[src/rtl/core/heat_equation_explicit_stencil_macros.svh]
// Assertion macros for the heat equation stencil block.
`ifndef HEAT_EQUATION_EXPLICIT_STENCIL_MACROS_SVH
`define HEAT_EQUATION_EXPLICIT_STENCIL_MACROS_SVH

`ifndef NO_ASSERTIONS

// Same-cycle implication, checked at every rising clock edge outside reset.
`define HEQ_ASSERT_IMP(lbl, clk, rstn, ante, cons) \
    lbl: assert property (@(posedge clk) disable iff (!(rstn)) (ante) |-> (cons)) \
        else $error("heq assertion failed");

// Next-cycle implication, checked at every rising clock edge outside reset.
`define HEQ_ASSERT_NEXT(lbl, clk, rstn, ante, cons) \
    lbl: assert property (@(posedge clk) disable iff (!(rstn)) (ante) |=> (cons)) \
        else $error("heq assertion failed");

`else

`define HEQ_ASSERT_IMP(lbl, clk, rstn, ante, cons)
`define HEQ_ASSERT_NEXT(lbl, clk, rstn, ante, cons)

`endif

`endif

[src/rtl/core/heq_pkg.sv]
// Shared constants, types and codes of the heat equation stencil block.
`timescale 1ns / 1ps

package heq_pkg;

    localparam int MAX_POINTS  = 4096;
    localparam int MIN_POINTS  = 3;
    localparam int VALUE_WIDTH = 32;
    localparam int ADDR_W      = $clog2(MAX_POINTS);
    localparam int LEN_W       = $clog2(MAX_POINTS + 1);
    localparam int COEF_W      = 16;
    localparam int STEP_W      = 24;
    localparam int CFG_W       = 24;
    localparam int CFG_IDX_W   = 2;
    localparam int KIND_W      = 2;
    localparam int FRAC_BITS   = 16;
    localparam int LAP_W       = VALUE_WIDTH + 2;
    localparam int PROD_W      = LAP_W + COEF_W + 1;
    localparam int TERM_W      = PROD_W - FRAC_BITS;
    localparam int SUM_W       = TERM_W + 1;

    typedef logic signed [VALUE_WIDTH-1:0] t_value;

    typedef struct packed {
        t_value value;
        logic   hit;
        logic   changed;
    } t_unit_res;

    typedef enum logic [KIND_W-1:0] {
        KIND_LOAD = 2'd0,
        KIND_RUN  = 2'd1,
        KIND_READ = 2'd2
    } t_kind;

    typedef enum logic [CFG_IDX_W-1:0] {
        CFG_COEF   = 2'd0,
        CFG_STEPS  = 2'd1,
        CFG_POINTS = 2'd2
    } t_cfg_idx;

    typedef enum logic [2:0] {
        ST_IDLE,
        ST_RD_WAIT,
        ST_RUN_INIT,
        ST_RUN_L,
        ST_RUN_C,
        ST_RUN_R,
        ST_RUN_MUL,
        ST_RUN_WB
    } t_state;

endpackage

[src/rtl/core/heq_unit.sv]
// Shared stencil update unit: Laplacian, coefficient product, then saturating add.
`timescale 1ns / 1ps

module heq_unit import heq_pkg::*; (
    input  logic              i_clk,
    input  t_value            i_left,
    input  t_value            i_center,
    input  t_value            i_right,
    input  logic [COEF_W-1:0] i_coef,
    output t_unit_res         o_res
);

    logic signed [LAP_W-1:0]  r_lap;
    t_value                   r_c1;
    logic signed [PROD_W-1:0] r_prod;
    t_value                   r_c2;

    logic signed [LAP_W-1:0]  w_l;
    logic signed [LAP_W-1:0]  w_c;
    logic signed [LAP_W-1:0]  w_r;
    logic signed [PROD_W-1:0] w_prod_sh;
    logic signed [TERM_W-1:0] w_term;
    logic signed [SUM_W-1:0]  w_sum;
    logic [SUM_W-VALUE_WIDTH:0] w_top;
    logic                     w_hit;
    t_value                   w_value;

    assign w_l = LAP_W'(i_left);
    assign w_c = LAP_W'(i_center);
    assign w_r = LAP_W'(i_right);

    always_ff @(posedge i_clk) begin
        r_lap  <= w_l + w_r - (w_c <<< 1);
        r_c1   <= i_center;
        r_prod <= PROD_W'(r_lap) * $signed({1'b0, i_coef});
        r_c2   <= r_c1;
    end

    // An arithmetic shift drops the fraction bits and rounds toward minus infinity.
    assign w_prod_sh = r_prod >>> FRAC_BITS;
    assign w_term    = w_prod_sh[TERM_W-1:0];
    assign w_sum     = SUM_W'(r_c2) + SUM_W'(w_term);
    assign w_top     = w_sum[SUM_W-1:VALUE_WIDTH-1];
    assign w_hit     = (w_top != '0) && (w_top != '1);

    always_comb begin
        if (!w_hit) begin
            w_value = w_sum[VALUE_WIDTH-1:0];
        end else if (w_sum[SUM_W-1]) begin
            w_value = {1'b1, {(VALUE_WIDTH-1){1'b0}}};
        end else begin
            w_value = {1'b0, {(VALUE_WIDTH-1){1'b1}}};
        end
    end

    assign o_res.value   = w_value;
    assign o_res.hit     = w_hit;
    assign o_res.changed = (w_value != r_c2);

endmodule

[config.mk]
export PLATFORM = sky130hd
export DESIGN_NAME = heq_unit
export DESIGN_NICKNAME = d
export VERILOG_FILES = /design/src/rtl/core/heat_equation_explicit_stencil_macros.svh /design/src/rtl/core/heq_pkg.sv /design/src/rtl/core/heq_unit.sv
export SDC_FILE = /design/constraint.sdc
export NUM_CORES = 2
export LEC_CHECK = 0
export BUFFER_PORTS_ARGS = -buffer_cell sky130_fd_sc_hd__buf_2
export CORE_MARGIN = 2
export CORE_UTILIZATION = 55
export DETAILED_ROUTE_END_ITERATION = 8
export GPL_TIMING_DRIVEN = 0
export MAX_ROUTING_LAYER = met4
export PLACE_DENSITY = 0.76
export SYNTH_ARGS = -nofsm -noshare
export SYNTH_HDL_FRONTEND = slang
export SYNTH_SLANG_ARGS = --single-unit
export TNS_END_PERCENT = 5
[constraint.sdc]
create_clock -name i_clk -period 5.9 [get_ports i_clk]
set_input_delay 0.295 -clock i_clk [delete_from_list [all_inputs] [get_ports i_clk]]
set_output_delay 0.295 -clock i_clk [all_outputs]
set_load 0.01 [all_outputs]
==> Yosys cells after proc, flatten, opt, wreduce, memory -nomap -nowiden <==
Cells that the tools add are included.
{ "word_totals": {"regBits": 149, "latch_bits": 0, "mem_bits_rw": 0, "mem_bits_ro": 0, "input_bits": 113, "output_inout_bits": 34, "word_cells": 14, "memories": 0} }
{ "classes": {"add_sub_neg": 3, "multipliers": 1, "n_div": 0, "magnitude_cmp": 0, "n_eq_ne": 2, "shifts": 0, "muxes": 2, "n_bitwise": 0, "n_reduce_logical": 2} }
{ "op_table": {"columns": ["operator", "count"], "rows": [
  ["$mux 32", 2],
  ["$mul 34x17->51", 1],
  ["$add 32x35->36", 1],
  ["$sub 33x33->34", 1],
  ["$add 32x32->33", 1],
  ["$ne 32x32->1", 1],
  ["$ne 5x5->1 const B", 1],
  ["$reduce_bool 5->1", 1],
  ["$logic_and 1x1->1", 1]
]} }

==> Depth between registers and ports, before layout <==
{ "logic_depth": {"ltp_word": 5, "mapped_depth": 27, "mapped_depth_nobuf": 25} }

==> Worst setup path before layout <==
No wires, ideal clock.
{ "synth_path": {"path_type": "input to register", "from": "input port i_coef[2]", "to": "register r_prod[49]", "t_arrival_ps": 6391, "t_required_ps": 5794, "setup_slack_ps": -597, "cell_stages": 23, "n_path_buf": 2, "path_cell_list": "clkbuf_1 clkbuf_1 nand2_1 fa_1 fa_1 inv_1 fa_1 fa_1 fa_1 inv_1 fa_1 inv_1 ha_1 a21oi_1 nor2b_1 a2111oi_0 a21oi_1 nor4b_1 o21ai_0 a21oi_1 nor2_1 or4b_2 o311ai_0"} }
{ "synth_via": {"elab_chain_len": 1} }
{ "synth_lines": {"columns": ["element", "line_no", "text"], "rows": [
  ["start: declaration", "heq_unit.sv:9", "input logic [COEF_W-1:0] i_coef,"],
  ["$mul 34x17->51", "heq_unit.sv:35", "r_prod <= PROD_W'(r_lap) * $signed({1'b0, i_coef});"],
  ["end signal: assignment", "heq_unit.sv:35", null],
  ["end: declaration", "heq_unit.sv:15", "logic signed [PROD_W-1:0] r_prod;"]
]} }
Every way passes these cells.

==> Worst setup path in the final report <==
{ "layout_path": {"from": "register r_lap[8]", "to": "register r_prod[49]"} }
{ "layout_via": {"elab_chain_len": 1} }
{ "layout_lines": {"columns": ["element", "line_no", "text"], "rows": [
  ["start: declaration", "heq_unit.sv:13", "logic signed [LAP_W-1:0] r_lap;"],
  ["start signal: assignment", "heq_unit.sv:33", "r_lap <= w_l + w_r - (w_c <<< 1);"],
  ["$mul 34x17->51", "heq_unit.sv:35", null]
]} }
Every way passes these cells.

==> impl_metrics.toml <==
[clock_tree]
cts.sinks = 133
cts_tree = "built"
clk_latency_ps = 450
h-tree-depth = 4
clockBufferDepth = 2
cts.clk_slew.worst_paths_ps = 70
cts-root-buf = "clkbuf_16"
cts_buffers = 17

[synth]
syn_nets = 3891
ys_ff_latch = 133
synth_area_leaders = "fa_1, dfxtp_1, inv_1"
async_flop_share = 0
synthCells = 3043
synth_top_area_share = 0.408
yosysUniqueCellTypes = 87
yosys_warnings = 0
synth_ff_type = "dfxtp_1"
avgSynthCellArea_um2 = 8.83
ys_seq_area_frac = 0.0991
synth_edf_count = 0
synth_top_area_cell = "fa_1"
syn_area_um2 = 26900

[min_path]
min_from = "i_center[27]"
hold_path.class = "in -> reg"

[timing]
fmax_mhz = 158
tightest_slew_ps = 1070
maxSlewHeadroom = 0.279
finalClockSkew_ps = 13.5
period_share = 1.08
slew_violations = 0
setup_viol = 27
rsz0062_at_grt = "true"
period_needed_ps = 6350
hold_violations = 0
setup_ws_ps = -448
hold_slack_ps = 15.4

[detailed_routing]
met2_length_mm = 39.5
met1Wirelength_mm = 31.7
drt_wl_total_mm = 81.5
via_per_inst = 5.63
antenna_left = 0
first_iter_violations = 1620
wl_met3_mm = 5.81
avgRoutedWirePerCell_um = 21.0
dr.pass1.iters = 6
dr_total_vias = 21800
drc = 0
highest_layer = "met4"

[outcome]
status = "finished with violations"
failed_checks = "setup timing"

[worst_setup_path]
max_stage_delay_ps = 550
arrival_ps = 6690
cp_top_family = "adder cells"
reg2reg_from = "r_lap[8]"
cp.required_ps = 6250
cp-start-kind = "flip-flop"
worst-path-buf-inv = 3
cp_cell_sequence = "buf_4, and2_1, fa_1, inv_1, fa_1, fa_1, inv_1, fa_1, fa_1, fa_1, ha_1, a211o_1, a211oi_2, o21ai_4, a21oi_4, nor4b_4, o21ai_2, a21oi_2, nor2_4, or4b_4, o311ai_4"
path_common_cell = "fa_1"
cp-end-kind = "flip-flop"
critPathMaxFanout = 6
crit_start = "r_lap[8]"
crit_type = "reg -> reg"
cpMaxStageDelayCell = "fa_1"

[die]
coreArea_um2 = 47900
die-height_um = 225
fp.dieArea_um2 = 50600
io_pins = 147
die_x_um = 225
start_util = 0.560
num_rows = 80

[global_route]
grt_first_pass_wirelength_mm = 128
track_usage = 0.345
overflow = 0
grt_max_degree = 17
grt_pass1_vias = 23500
antenna_found_initial = 2

[final_layout]
final_common_cell = "inv_1"
layout_common_cells = "inv_1, fa_1, nand2_1"
syn2layout_area_growth_pct = 12.7
drive_gt1_frac = 0.125
nets = 4095

[placed_design]
gp_congestion = 1.00
port_buffers = 141
hpwlAfterDp_mm = 67.7

[run]
maxCapViolCount = 0
## per-layer routing
| layer | vias up | track usage |
|---|---|---|
| met5 | - | - |
| met4 | 0 | 0.162 |
| met3 | 233 | 0.0584 |
| met2 | 923 | 0.573 |
| met1 | 11000 | 0.412 |
| li1 | 9691 | - |
## cell usage after synthesis, types with 4 or more instances
cell       number
inv_1         707
fa_1          548
nand2_1       434
and2_1        202
ha_1          187
dfxtp_1       133
a21oi_1        98
clkbuf_1       97
nor2_1         78
o21ai_0        63
xnor2_1        58
a21o_1         51
xor2_1         35
nor3_1         28
nand3_1        24
nand2b_1       21
nand4_1        15
o21a_1         15
and3_1         14
or3_1          14
a211oi_1       13
nor2b_1        13
buf_2          12
o211ai_1       12
o21bai_1       12
a31oi_1        10
o31ai_1         8
a211o_1         7
or2_2           7
a21boi_0        6
o2111ai_1       6
a2111o_1        5
a2111oi_2       5
mux2i_1         5
o21ai_1         5
a2111oi_0       4
nor4b_1         4
o221a_2         4
## stage by stage
stage / instance area, um^2 / util / std cells / setup TNS (ps) / setup WS (ps)
after floorplan: 27200 / - / 3043 / 0 / 51.7
after CTS: 30100 / 0.627 / 3868 / -8670 / -572
after global routing: 30300 / 0.632 / 3875 / -12140 / -646
final: 30300 / 0.632 / 3876 / -6300 / -448
after global placement: 28600 / 0.597 / 3799 / -31580 / -1400
after detailed placement: 28600 / 0.597 / 3799 / -36160 / -1510
## cells by family after synthesis
kind of cell | share of synthesized area
buf+inv | 0.116
simple gates | 0.158
mux | 0.00186
compound gates | 0.0999
flops | 0.0991
xor+xnor | 0.0303
fa+ha+maj | 0.496
## state kept, by name, indices dropped and copies added, names as in the netlist
name / cells
r_prod: 35
r_c2: 32
r_c1: 32
r_lap: 34
## area by class of cell
type	count	area (um^2)
antenna	1	2.50
buffer	112	971
clock buffer	17	425
clock inverter	15	161
fill	4037	17700
inverter	707	2650
multi-input combinational	2091	21400
sequential	133	2770
tap	615	769
timing repair buffer	185	1110
## worst paths after layout
check,to,slack [ps],cells after the start
setup / recovery,r_prod[49],-450,21
hold / removal,r_c1[27],20,1
hold reg to reg,r_c2[6],330,0
setup reg to reg,r_prod[49],-450,21
## timing repair
item	in CTS	in global routing
setup endpoints to repair	35	34
hold buffers	29	0
pin swaps	20	15
cloned	0	0
resized for setup	145	67
setup buffers	8	7
endpoints found under the hold margin	29	0
Power is not shown: default switching activity piles up to over one toggle a cycle in this logic, so the estimate is an artifact.
